--- config.mk ---
export PLATFORM = sky130hd
export DESIGN_NAME = masked_image_norm_top
export DESIGN_NICKNAME = d
export VERILOG_FILES = /design/src/hw/rtl/imn_pkg.sv /design/src/hw/rtl/imn_lane.sv /design/src/hw/rtl/imn_merge.sv /design/src/hw/rtl/imn_sqrt.sv /design/src/hw/rtl/masked_image_norm_top.sv
export SDC_FILE = /design/constraint.sdc
export NUM_CORES = 1
export LEC_CHECK = 0
export ABC_CLOCK_PERIOD_IN_PS = 17400
export BUFFER_PORTS_ARGS = -buffer_cell sky130_fd_sc_hd__buf_2
export CAP_MARGIN = 20
export CORE_MARGIN = 10
export CORE_UTILIZATION = 40
export CTS_CLUSTER_SIZE = 10
export DETAILED_ROUTE_END_ITERATION = 10
export MAX_ROUTING_LAYER = met4
export PLACE_DENSITY_LB_ADDON = 0.2
export SYNTH_ARGS = -nofsm -noshare
export SYNTH_HDL_FRONTEND = slang
export SYNTH_SLANG_ARGS = --single-unit
--- constraint.sdc ---
create_clock -name clk -period 17.4 [get_ports clk]
set_clock_uncertainty 0.15 [all_clocks]
set_input_delay 1.74 -clock clk [delete_from_list [all_inputs] [get_ports clk]]
set_output_delay 1.74 -clock clk [all_outputs]
set_load 0.01 [all_outputs]
--- src/hw/rtl/imn_pkg.sv ---
// ---------------------------------------------------------------------------
// imn_pkg: shared types and constants for the masked image norm block
// Pixel and result formats, lane and finish records, mode and register codes.
// ---------------------------------------------------------------------------
package imn_pkg;

  localparam int PIX_W   = 8;
  localparam int SQ_W    = 16;
  localparam int LSUM_W  = 18;
  localparam int ACC_W   = 40;
  localparam int NORM_W  = 32;
  localparam int ROOT_W  = 20;
  localparam int REM_W   = 24;
  localparam int CNT_W   = 5;
  localparam int CHANS   = 4;
  localparam int CFG_IDX_W = 2;
  localparam int CFG_DAT_W = 3;

  localparam logic [ACC_W-1:0] ACC_MAX = {ACC_W{1'b1}};

  localparam logic [1:0] MODE_L1  = 2'd0;
  localparam logic [1:0] MODE_L2  = 2'd1;
  localparam logic [1:0] MODE_INF = 2'd2;

  localparam logic [CFG_IDX_W-1:0] REG_NORM_MODE = 2'd0;
  localparam logic [CFG_IDX_W-1:0] REG_USE_MASK  = 2'd1;
  localparam logic [CFG_IDX_W-1:0] REG_CHAN_CNT  = 2'd2;

  typedef struct packed {
    logic [7:0] chan0;
    logic [7:0] chan1;
    logic [7:0] chan2;
    logic [7:0] chan3;
    logic [7:0] mask_byte;
    logic       last_pixel;
  } pix_t;

  typedef struct packed {
    logic [31:0] norm_value;
    logic [39:0] square_sum;
    logic        overflowed;
  } res_t;

  typedef struct packed {
    logic [PIX_W-1:0] val;
    logic [SQ_W-1:0]  sq;
  } lane_res_t;

  typedef struct packed {
    logic [ACC_W-1:0] sum;
    logic [PIX_W-1:0] max;
    logic             sat;
    logic [1:0]       mode;
  } fin_t;

endpackage

--- src/hw/rtl/imn_lane.sv ---
// ---------------------------------------------------------------------------
// imn_lane: one channel lane
// Applies the mask and lane enable to one channel byte and registers the
// value together with its square.
// ---------------------------------------------------------------------------
module imn_lane
  import imn_pkg::*;
(
  input  logic             clk,
  input  logic             load,
  input  logic [PIX_W-1:0] chan_i,
  input  logic             active_i,
  input  logic             keep_i,
  output lane_res_t        res_o
);

  logic [PIX_W-1:0] v;
  lane_res_t        res_r;
  lane_res_t        res_nxt;

  always_comb begin
    v           = (active_i && keep_i) ? chan_i : '0;
    res_nxt.val = v;
    res_nxt.sq  = SQ_W'(v) * SQ_W'(v);
  end

  always_ff @(posedge clk) begin
    if (load) begin
      res_r <= res_nxt;
    end
  end

  assign res_o = res_r;

endmodule

--- src/hw/rtl/imn_merge.sv ---
// ---------------------------------------------------------------------------
// imn_merge: lane merge and image accumulator
// Sums or maximizes the lane results of one pixel and folds them into the
// saturating running sum and the running maximum.
// ---------------------------------------------------------------------------
module imn_merge
  import imn_pkg::*;
#(
  parameter int LANES = 4
) (
  input  logic       clk,
  input  logic       rst_n,
  input  logic       step,
  input  logic       last,
  input  logic [1:0] mode,
  input  lane_res_t  lane_i [LANES],
  output fin_t       fin_o
);

  logic [ACC_W-1:0]  sum_r, sum_nxt;
  logic [PIX_W-1:0]  max_r, max_nxt;
  logic              sat_r, sat_nxt;
  logic [LSUM_W-1:0] val_sum, sq_sum, add;
  logic [ACC_W:0]    sum_ext;

  always_comb begin
    val_sum = '0;
    sq_sum  = '0;
    max_nxt = max_r;
    for (int k = 0; k < LANES; k++) begin
      val_sum = val_sum + LSUM_W'(lane_i[k].val);
      sq_sum  = sq_sum + LSUM_W'(lane_i[k].sq);
      if (lane_i[k].val > max_nxt) begin
        max_nxt = lane_i[k].val;
      end
    end
    add     = (mode == MODE_L1) ? val_sum : sq_sum;
    sum_ext = {1'b0, sum_r} + (ACC_W+1)'(add);
    sum_nxt = sum_r;
    sat_nxt = sat_r;
    if (mode != MODE_INF) begin
      if (sum_ext[ACC_W]) begin
        sum_nxt = ACC_MAX;
        sat_nxt = 1'b1;
      end else begin
        sum_nxt = sum_ext[ACC_W-1:0];
      end
    end
    fin_o.sum  = sum_nxt;
    fin_o.max  = max_nxt;
    fin_o.sat  = sat_nxt;
    fin_o.mode = mode;
  end

  // The last pixel of an image hands its totals on and clears the accumulators.
  always_ff @(posedge clk) begin
    if (!rst_n) begin
      sum_r <= '0;
      max_r <= '0;
      sat_r <= 1'b0;
    end else if (step) begin
      if (last) begin
        sum_r <= '0;
        max_r <= '0;
        sat_r <= 1'b0;
      end else begin
        sum_r <= sum_nxt;
        max_r <= max_nxt;
        sat_r <= sat_nxt;
      end
    end
  end

`ifndef SYNTHESIS
  a_sat_sticky: assert property (@(posedge clk) disable iff (!rst_n)
    (sat_r && !(step && last)) |=> sat_r)
    else $error("saturation flag dropped inside an image");

  a_sat_full: assert property (@(posedge clk) disable iff (!rst_n)
    sat_r |-> (sum_r == ACC_MAX))
    else $error("saturated accumulator is not at its limit");
`endif

endmodule

--- src/hw/rtl/imn_sqrt.sv ---
// ---------------------------------------------------------------------------
// imn_sqrt: iterative floor square root
// Restoring square root, one result bit per cycle, over the full sum width.
// ---------------------------------------------------------------------------
module imn_sqrt
  import imn_pkg::*;
(
  input  logic              clk,
  input  logic              rst_n,
  input  logic              start,
  input  logic [ACC_W-1:0]  operand,
  output logic              done,
  output logic [ROOT_W-1:0] root
);

  logic              busy_r, busy_nxt;
  logic              done_r, done_nxt;
  logic [CNT_W-1:0]  cnt_r, cnt_nxt;
  logic [ACC_W-1:0]  op_r, op_nxt;
  logic [REM_W-1:0]  rem_r, rem_nxt;
  logic [ROOT_W-1:0] root_r, root_nxt;
  logic [REM_W-1:0]  rem_ext, trial;

  always_comb begin
    rem_ext  = {rem_r[REM_W-3:0], op_r[ACC_W-1 -: 2]};
    trial    = {{(REM_W-ROOT_W-2){1'b0}}, root_r, 2'b01};
    busy_nxt = busy_r;
    done_nxt = 1'b0;
    cnt_nxt  = cnt_r;
    op_nxt   = op_r;
    rem_nxt  = rem_r;
    root_nxt = root_r;
    if (start) begin
      busy_nxt = 1'b1;
      cnt_nxt  = CNT_W'(ROOT_W - 1);
      op_nxt   = operand;
      rem_nxt  = '0;
      root_nxt = '0;
    end else if (busy_r) begin
      op_nxt = {op_r[ACC_W-3:0], 2'b00};
      if (rem_ext >= trial) begin
        rem_nxt  = rem_ext - trial;
        root_nxt = {root_r[ROOT_W-2:0], 1'b1};
      end else begin
        rem_nxt  = rem_ext;
        root_nxt = {root_r[ROOT_W-2:0], 1'b0};
      end
      cnt_nxt = cnt_r - 1'b1;
      if (cnt_r == '0) begin
        busy_nxt = 1'b0;
        done_nxt = 1'b1;
      end
    end
  end

  always_ff @(posedge clk) begin
    if (!rst_n) begin
      busy_r <= 1'b0;
      done_r <= 1'b0;
      cnt_r  <= '0;
    end else begin
      busy_r <= busy_nxt;
      done_r <= done_nxt;
      cnt_r  <= cnt_nxt;
    end
  end

  always_ff @(posedge clk) begin
    op_r   <= op_nxt;
    rem_r  <= rem_nxt;
    root_r <= root_nxt;
  end

  assign done = done_r;
  assign root = root_r;

`ifndef SYNTHESIS
  a_start_idle: assert property (@(posedge clk) disable iff (!rst_n)
    start |-> !busy_r)
    else $error("square root started while busy");
`endif

endmodule

--- src/hw/rtl/masked_image_norm_top.sv ---
// ---------------------------------------------------------------------------
// masked_image_norm_top: streaming masked L1 / L2 / INF image norm
// Channel lanes mask and square each pixel, a merge stage accumulates the
// image, and one result per image leaves after its last pixel.
// ---------------------------------------------------------------------------
//  Channel  Direction  Handshake              Payload
//  in_      input      in_valid / in_stall    pix_t: four channels, mask, last
//  out_     output     out_valid / out_stall  res_t: norm, square sum, overflow
//  cfg_     input      cfg_valid / cfg_ready  cfg_index, cfg_data
//
// Pixels are taken one per cycle while in_stall is low. After a last pixel the
// input stalls while the image is finished; for L2 the finish also runs the
// bit-serial square root over the 20 result bits. A result waiting in the
// output register does not stop the next image from streaming in; only its
// finish waits for the register to drain. Reset is synchronous, clears the
// accumulators and resets the configuration; cfg_ready is always high.
// ---------------------------------------------------------------------------
module masked_image_norm_top
  import imn_pkg::*;
#(
  parameter int LANES = 4
) (
  input  logic                 clk,
  input  logic                 rst_n,
  input  logic                 in_valid,
  output logic                 in_stall,
  input  pix_t                 in_data,
  output logic                 out_valid,
  input  logic                 out_stall,
  output res_t                 out_data,
  input  logic                 cfg_valid,
  output logic                 cfg_ready,
  input  logic [CFG_IDX_W-1:0] cfg_index,
  input  logic [CFG_DAT_W-1:0] cfg_data
);

  localparam logic [1:0] FS_IDLE = 2'd0;
  localparam logic [1:0] FS_HOLD = 2'd1;
  localparam logic [1:0] FS_ROOT = 2'd2;
  localparam logic [1:0] FS_EMIT = 2'd3;

  logic [1:0]        norm_mode_r;
  logic              use_mask_r;
  logic [2:0]        chan_cnt_r;
  logic [2:0]        eff_cnt;
  logic [1:0]        mode_eff;
  logic              keep;
  logic              in_acc;
  logic [PIX_W-1:0]  chan_a [CHANS];
  lane_res_t         lane_res [LANES];

  logic              s1_vld_r, s1_last_r;
  logic [1:0]        s1_mode_r;
  fin_t              merge_fin;
  fin_t              fin_r;
  logic [1:0]        fst_r, fst_nxt;
  logic              root_start, root_done;
  logic [ROOT_W-1:0] root;
  logic              out_free;
  logic              out_load;
  logic              out_valid_r;
  res_t              out_data_r, res_nxt;

  assign cfg_ready = 1'b1;

  always_ff @(posedge clk) begin
    if (!rst_n) begin
      norm_mode_r <= MODE_L1;
      use_mask_r  <= 1'b0;
      chan_cnt_r  <= 3'd1;
    end else if (cfg_valid) begin
      case (cfg_index)
        REG_NORM_MODE: norm_mode_r <= cfg_data[1:0];
        REG_USE_MASK:  use_mask_r  <= cfg_data[0];
        REG_CHAN_CNT:  chan_cnt_r  <= cfg_data;
        default: ;
      endcase
    end
  end

  always_comb begin
    if (chan_cnt_r == 3'd0) begin
      eff_cnt = 3'd1;
    end else if (chan_cnt_r > 3'(LANES)) begin
      eff_cnt = 3'(LANES);
    end else begin
      eff_cnt = chan_cnt_r;
    end
    mode_eff = (norm_mode_r == MODE_L1 || norm_mode_r == MODE_L2) ? norm_mode_r : MODE_INF;
    keep     = !(use_mask_r && in_data.mask_byte == 8'd0);
  end

  assign chan_a[0] = in_data.chan0;
  assign chan_a[1] = in_data.chan1;
  assign chan_a[2] = in_data.chan2;
  assign chan_a[3] = in_data.chan3;

  // An image's finish owns the input until its result sits in the output register.
  assign in_stall = (s1_vld_r && s1_last_r) || (fst_r != FS_IDLE);
  assign in_acc   = in_valid && !in_stall;

  for (genvar k = 0; k < LANES; k++) begin : g_lane
    imn_lane u_lane (
      .clk      (clk),
      .load     (in_acc),
      .chan_i   (chan_a[k]),
      .active_i (3'(k) < eff_cnt),
      .keep_i   (keep),
      .res_o    (lane_res[k])
    );
  end

  always_ff @(posedge clk) begin
    if (!rst_n) begin
      s1_vld_r <= 1'b0;
    end else begin
      s1_vld_r <= in_acc;
    end
  end

  always_ff @(posedge clk) begin
    if (in_acc) begin
      s1_last_r <= in_data.last_pixel;
      s1_mode_r <= mode_eff;
    end
  end

  imn_merge #(
    .LANES (LANES)
  ) u_merge (
    .clk    (clk),
    .rst_n  (rst_n),
    .step   (s1_vld_r),
    .last   (s1_last_r),
    .mode   (s1_mode_r),
    .lane_i (lane_res),
    .fin_o  (merge_fin)
  );

  imn_sqrt u_sqrt (
    .clk     (clk),
    .rst_n   (rst_n),
    .start   (root_start),
    .operand (fin_r.sum),
    .done    (root_done),
    .root    (root)
  );

  assign out_free   = !out_valid_r || !out_stall;
  assign root_start = (fst_r == FS_HOLD) && (fin_r.mode == MODE_L2);
  assign out_load   = (fst_r == FS_EMIT) && out_free;

  always_comb begin
    fst_nxt = fst_r;
    case (fst_r)
      FS_IDLE: if (s1_vld_r && s1_last_r) fst_nxt = FS_HOLD;
      FS_HOLD: fst_nxt = (fin_r.mode == MODE_L2) ? FS_ROOT : FS_EMIT;
      FS_ROOT: if (root_done) fst_nxt = FS_EMIT;
      FS_EMIT: if (out_free) fst_nxt = FS_IDLE;
      default: fst_nxt = FS_IDLE;
    endcase
  end

  always_ff @(posedge clk) begin
    if (!rst_n) begin
      fst_r <= FS_IDLE;
    end else begin
      fst_r <= fst_nxt;
    end
  end

  always_ff @(posedge clk) begin
    if (fst_r == FS_IDLE && s1_vld_r && s1_last_r) begin
      fin_r <= merge_fin;
    end
  end

  always_comb begin
    res_nxt.square_sum = '0;
    res_nxt.overflowed = fin_r.sat;
    case (fin_r.mode)
      MODE_L1: begin
        if (fin_r.sum[ACC_W-1:NORM_W] != '0) begin
          res_nxt.norm_value = {NORM_W{1'b1}};
          res_nxt.overflowed = 1'b1;
        end else begin
          res_nxt.norm_value = fin_r.sum[NORM_W-1:0];
        end
      end
      MODE_L2: begin
        res_nxt.norm_value = NORM_W'(root);
        res_nxt.square_sum = fin_r.sum;
      end
      default: res_nxt.norm_value = NORM_W'(fin_r.max);
    endcase
  end

  always_ff @(posedge clk) begin
    if (!rst_n) begin
      out_valid_r <= 1'b0;
    end else if (out_load) begin
      out_valid_r <= 1'b1;
    end else if (!out_stall) begin
      out_valid_r <= 1'b0;
    end
  end

  always_ff @(posedge clk) begin
    if (out_load) begin
      out_data_r <= res_nxt;
    end
  end

  assign out_valid = out_valid_r;
  assign out_data  = out_data_r;

`ifndef SYNTHESIS
  a_last_stalls: assert property (@(posedge clk) disable iff (!rst_n)
    (in_acc && in_data.last_pixel) |=> in_stall)
    else $error("input not stalled after a last pixel transfer");

  a_root_exact: assert property (@(posedge clk) disable iff (!rst_n)
    (fst_r == FS_ROOT && root_done) |->
      ((64'(root) * 64'(root) <= 64'(fin_r.sum)) &&
       ((64'(root) + 64'd1) * (64'(root) + 64'd1) > 64'(fin_r.sum))))
    else $error("square root result out of range");
`endif

endmodule
Word level (Yosys, flattened, before mapping)

Index checks and enable logic that the tools add are counted.

Register bits: 371
Logic and storage cells: 144

Add/sub/neg operators: 9
Multiply operators: 4
$lt $le $gt $ge: 10
Eq/ne operators: 12
Mux-type cells: 39
Bitwise operators: 2
Reduce and logical (&&, ||, !) cells: 35

Operators by type and width:

| kind                                                                  | number |
|---|---|
| 40-bit 2-to-1 mux                                                     | 5 |
| 8-bit 2-to-1 mux                                                      | 9 |
| 8-bit by 8-bit multiplier with 16-bit output                          | 4 |
| 32-bit case mux with 2 select lines                                   | 1 |
| 40-bit by 18-bit adder with 41-bit output                             | 1 |
| 18-bit by 16-bit adder with 18-bit output                             | 2 |
| 18-bit by 8-bit adder with 18-bit output                              | 2 |
| 8-bit > comparator                                                    | 4 |
| 32-bit 2-to-1 mux                                                     | 1 |
| 24-bit by 22-bit >= comparator with 1-bit output                      | 1 |
| 22-bit 2-to-1 mux                                                     | 1 |
| 22-bit subtractor                                                     | 1 |
| 18-bit 2-to-1 mux                                                     | 1 |
| 16-bit by 16-bit adder with 17-bit output                             | 1 |
| 1-bit 2-to-1 mux                                                      | 13 |
| 1-bit logical AND                                                     | 11 |
| 2-bit zero test                                                       | 5 |
| 5-bit 2-to-1 mux                                                      | 2 |
| 8-bit by 8-bit adder with 9-bit output                                | 1 |
| 2-bit by 1-bit equality test with 1-bit output, second input constant | 4 |
| 8-bit zero test                                                       | 1 |
| 2-bit case mux with 4 select lines                                    | 1 |
| 8-bit nonzero test                                                    | 1 |
| 2-bit equality test, second input constant                            | 3 |
| 18 further kinds                                                      | 35 |

Depth between registers and ports, before layout

Word-level depth: 9
Depth in mapped cells: 34
Gate-level depth less buffers: 33

Cells and area by module

From an unflattened synthesis, not the netlist that was laid out.

Cell total of the unflattened synthesis: 2611
Area total of the unflattened synthesis: 26570.5 um^2

By module, submodules not included:

| module                           | times used | cells each | area each (um^2) |
|---|---|---|---|
| imn_merge                        | 1          | 873        | 6980.4 |
| masked_image_norm_top            | 1          | 331        | 5265.0 |
| imn_sqrt                         | 1          | 491        | 4939.7 |
| imn_lane at g_lane[2].u_lane ... | 2          | 230        | 2351.0 |
| imn_lane at g_lane[0].u_lane     | 1          | 230        | 2358.5 |
| imn_lane at g_lane[1].u_lane     | 1          | 226        | 2324.7 |

Least setup slack after synthesis

No wires, ideal clock.

Path type: input to register
Start: input port out_stall
End: register out_data_r, in the netlist out_data[0], enable pin
Setup time: 0.615 ns
Data arrival time: 7.053 ns
Data required time: 16.635 ns
Slack: 9.582 ns
Stages: 1
Path buffers: 0
Cell sequence: a21boi_0

Cells in the longest elaborated chain, start to end: 3

RTL lines:

| item                   | RTL line                     | RTL |
|---|---|---|
| start: declaration     | masked_image_norm_top.sv:29  | `input logic out_stall,` |
| 1-bit zero test        | --                           |  |
| 1-bit logical OR       | masked_image_norm_top.sv:149 | `assign out_free = !out_valid_r \|\| !out_stall;` |
| 1-bit logical AND      | masked_image_norm_top.sv:151 | `assign out_load = (fst_r == FS_EMIT) && out_free;` |
| end signal: assignment | masked_image_norm_top.sv:210 | `out_data_r <= res_nxt;` |
| end: declaration       | masked_image_norm_top.sv:62  | `res_t out_data_r, res_nxt;` |

No other way between the ends.
A chain may end at the register's enable or synchronous reset.

Worst setup path after layout

Start: register u_merge.max_r[1]
End: register u_merge.max_r[0]

Cells in the longest elaborated chain, start to end: 9

RTL lines:

| item                     | RTL line        | RTL |
|---|---|---|
| start: declaration       | imn_merge.sv:21 | `logic [PIX_W-1:0] max_r, max_nxt;` |
| start signal: assignment | imn_merge.sv:68 | `max_r <= max_nxt;` |
| 8-bit > comparator       | imn_merge.sv:33 | `if (lane_i[k].val > max_nxt) begin` |
| 8-bit 2-to-1 mux (*)     | imn_merge.sv:33 |  |
| 8-bit > comparator       | imn_merge.sv:33 |  |
| 8-bit 2-to-1 mux (*)     | imn_merge.sv:33 |  |
| 8-bit > comparator       | imn_merge.sv:33 |  |
| 8-bit 2-to-1 mux (*)     | imn_merge.sv:33 |  |
| 8-bit > comparator       | imn_merge.sv:33 |  |
| 8-bit 2-to-1 mux (*)     | imn_merge.sv:33 |  |
| 8-bit 2-to-1 mux (*)     | imn_merge.sv:62 | `if (last) begin` |

Mark *: on every way between the ends. The rest lies on a longest branch, timed or not.

==> results.yml <==
setup_path:
  required_ps: 17720
  cp_slowest_stage_delay_ps: 640
  path_delay_family: "compound AO/OA/AOI/OAI gates"
  crit_cells: 31
  end_kind: "flop"
  crit_buf_inv: 3
  critical_path_class: "flop to flop"
  worst-endpoint-arrival_ps: 8250
  worstSetupStartpointType: "flop"
  worst_path_max_delay_cell: "o21ai_1"
  crit_fanout: 12
  reg2reg_depth: 31
synthesis:
  synthTopCellsByArea: "edfxtp_1 (30%), ha_1 (11%), fa_1 (9.9%)"
  ys_top_cells_by_count: "nand2_1 (303), inv_1 (297), edfxtp_1 (255)"
  synth_compound_area_share_pct: 11.04
  async_flop_share_pct: 0
  yosysTopAreaCell: "edfxtp_1"
  synthFlopType: "edfxtp_1"
  synthSimpleGateAreaFrac_pct: 15.37
  synth_cells: 2585
  synth-xor-area-share_pct: 4.945
  synth_edf_count: 255
  synth_top_family_by_area: "adder cells"
  ys_types: 76
  synth-seq-area-share_pct: 38.50
  yosysTopAreaCellShare_pct: 30.02
  ys_warn_count: 0
  synth-seq-cells: 363
  synth_mux_area_share_pct: 3.184
  syn_area_per_cell_um2: 9.867
  synthAdderAreaFrac_pct: 21.26
  syn_area_um2: 25510
  synth_most_common_cell: "nand2_1"
placement:
  io_buffer_count: 125
  dp_hpwl_mm: 47.60
  gp_congestion: 0.8512
detailed_routing:
  post_drt_via_cell_ratio: 5.120
  detail_route.first_pass.iterations: 5
  num_vias: 18298
  drtIter0Drc: 1020
  wire_per_inst_um: 17.23
  wl_mm: 61.58
  ant_nets: 0
  drc: 0
min_path:
  whs_path_depth: 2
  min_path_type: "flop to flop"
global_routing:
  track_usage_pct: 17.07
  grt_start_max_net_pins: 74
  antenna_found_initial: 0
  first_global_vias: 19086
  grt_pass1_wl_mm: 100.7
  grt_overflow: 0
power:
  swShare_pct: 42.34
  combPwrFrac_pct: 57.0
  p_int_mw: 2.874
  power_frac_clock_pct: 17.3
  leakagePower_nw: 13.04
  p_switching_mw: 2.110
  pwr_density_cell_nw_per_um2: 175.4
  p_seq_share_pct: 25.7
  ir_worst_vdd_uv: 127.5
floorplan:
  start_util_pct: 40.43
  die_w_um: 272.5
  rows: 92
  ios: 127
  fp.dieH_um: 272.5
  core_um2: 63080
  die_area_um2: 74260
layout:
  area_delta_synth_final_pct: 11.41
  drive_gt1_share_pct: 8.871
  antenna_cells: 0
  nFillCells: 6182
  fin_nets: 3103
clock_tree:
  clk-insertion-delay-late_ps: 590
  cts.sinks: 363
  ctsHoldBuffers: 0
  cts_tree: "yes"
  cts.reportedPaths.clkPinSlew_ps: 60
  post_cts_buffers: 0
  cts_made_buffers: 44
  cts_root_buffer: "clkbuf_16"
  cts_resized: 0
  htreeDepth: 2
  cts_buffer_depth: 3
sta:
  final.setup.tns_ps: 0
  worstMarginPinSlew_ps: 965.4
  period_needed_ps: 7927
  fmax_mhz: 126.2
  grt_setup_unrepaired: "false"
  relSlewSlack_pct: 35.64
  final_max_slew_viol_count: 0
  timing.final.hold_violations: 0
  fin_hold_ws_ps: 324.9
  post-route-period-util_pct: 45.55
  setup_viol: 0
status:
  status: "complete, no violations"
run:
  maxCapViolCount: 0
-- layout by cell type (no fill, tap or decap), types with 7 or more instances in the layout --
| master | n |
|---|---|
| nand2_1 | 303 |
| inv_1 | 297 |
| edfxtp_1 | 255 |
| ha_1 | 231 |
| nor2_1 | 157 |
| a21oi_1 | 148 |
| fa_1 | 126 |
| buf_2 | 125 |
| dfxtp_1 | 107 |
| xnor2_1 | 100 |
| and2_1 | 90 |
| and3_1 | 81 |
| o21ai_0 | 61 |
| mux2i_1 | 56 |
| xor2_1 | 44 |
| clkbuf_16 | 44 |
| nor2b_1 | 42 |
| o21bai_1 | 37 |
| a21o_1 | 36 |
| o21ai_1 | 33 |
| nand3_1 | 32 |
| nor3_1 | 30 |
| o21a_1 | 24 |
| clkbuf_1 | 22 |
| a31oi_1 | 21 |
| buf_4 | 19 |
| a221o_1 | 12 |
| a211oi_1 | 11 |
| nand2b_1 | 11 |
| mux2_2 | 11 |
| a22o_1 | 11 |
| nand4_1 | 9 |
| or2_2 | 9 |
| nor4_1 | 7 |
| mux2_4 | 7 |
| conb_1 | 7 |
-- area by class of cell --
type | instances | area (µm²) | area share, %
multi-input combinational | 1843 | 14290 | 50.28
sequential | 363 | 9821 | 34.56
clock buffer | 70 | 1239 | 4.359
inverter | 298 | 1119 | 3.936
tap | 846 | 1059 | 3.725
timing repair buffer | 145 | 795.8 | 2.800
clock inverter | 9 | 96.34 | 0.3390
-- per-layer routing --
layer	global-route usage (%)	wire, µm
met2	29.50	30600
met1	20.41	27050
met3	2.175	1983
met4	5.541	1947
met5	-	0
-- state kept, by name, indices dropped and copies added, names as in the netlist, 2 cells and up --
register and flops:
u_sqrt.rem_r 22, u_merge.max_r 8, out_data 73, u_sqrt.root 20
u_merge.sum_r 40, fin_r 51, u_sqrt.op_r 40, u_sqrt.cnt_r 5
g_lane.u_lane.res_o 88, s1_mode_r 2, fst_r 2, chan_cnt_r 3
norm_mode_r 2
-- worst min-delay path, stage by stage (launching register included) --
cell	delay, ps
dfxtp_1	330
a21oi_1	40
nor2_1	70
-- power groups by stage --
stage | Combinational (mW) | Sequential, mW | Clock [mW]
global route | 3.24 | 1.30 | 0.918
detailed placement | 2.83 | 1.30 | 0
finish | 2.84 | 1.28 | 0.860
global placement | 2.76 | 1.30 | 0
floorplan | 2.23 | 1.25 | 0
CTS | 2.85 | 1.28 | 0.885
-- cells by family after synthesis --
group,count (synthesis)
buffers and inverters,384
adders and majority gates,358
DFF,363
muxes,76
xor gates and xnor gates,144
and+or+nand+nor,812
AOI/OAI and AO/OA,446
other,2
-- worst paths after layout --
check | start | endpoint | slack [ps]
min reg2reg | u_merge.sat_r$_SDFFE_PN0P_ | u_merge.sat_r$_SDFFE_PN0P_ | 320
max reg2reg | u_merge.max_r[1]$_SDFFE_PN0P_ | u_merge.max_r[0]$_SDFFE_PN0P_ | 9470
max | u_merge.max_r[1]$_SDFFE_PN0P_ | u_merge.max_r[0]$_SDFFE_PN0P_ | 9470
min | u_merge.sat_r$_SDFFE_PN0P_ | u_merge.sat_r$_SDFFE_PN0P_ | 320
-- metrics by stage --
| stage | utilization (%) | worst slack [ps] | total power, mW | area [µm²] | std cells |
|---|---|---|---|---|---|
| floorplan | - | 9582 | 3.478 | 25520 | 2590 |
| global placement | 42.89 | 9182 | 4.060 | 27050 | 3494 |
| detailed placement | 42.89 | 8967 | 4.130 | 27050 | 3494 |
| CTS | 45.00 | 9563 | 5.017 | 28390 | 3573 |
| global route | 45.05 | 8894 | 5.452 | 28420 | 3574 |
| finish | 45.05 | 9473 | 4.984 | 28420 | 3574 |
Power figures use the tool's default switching activity.
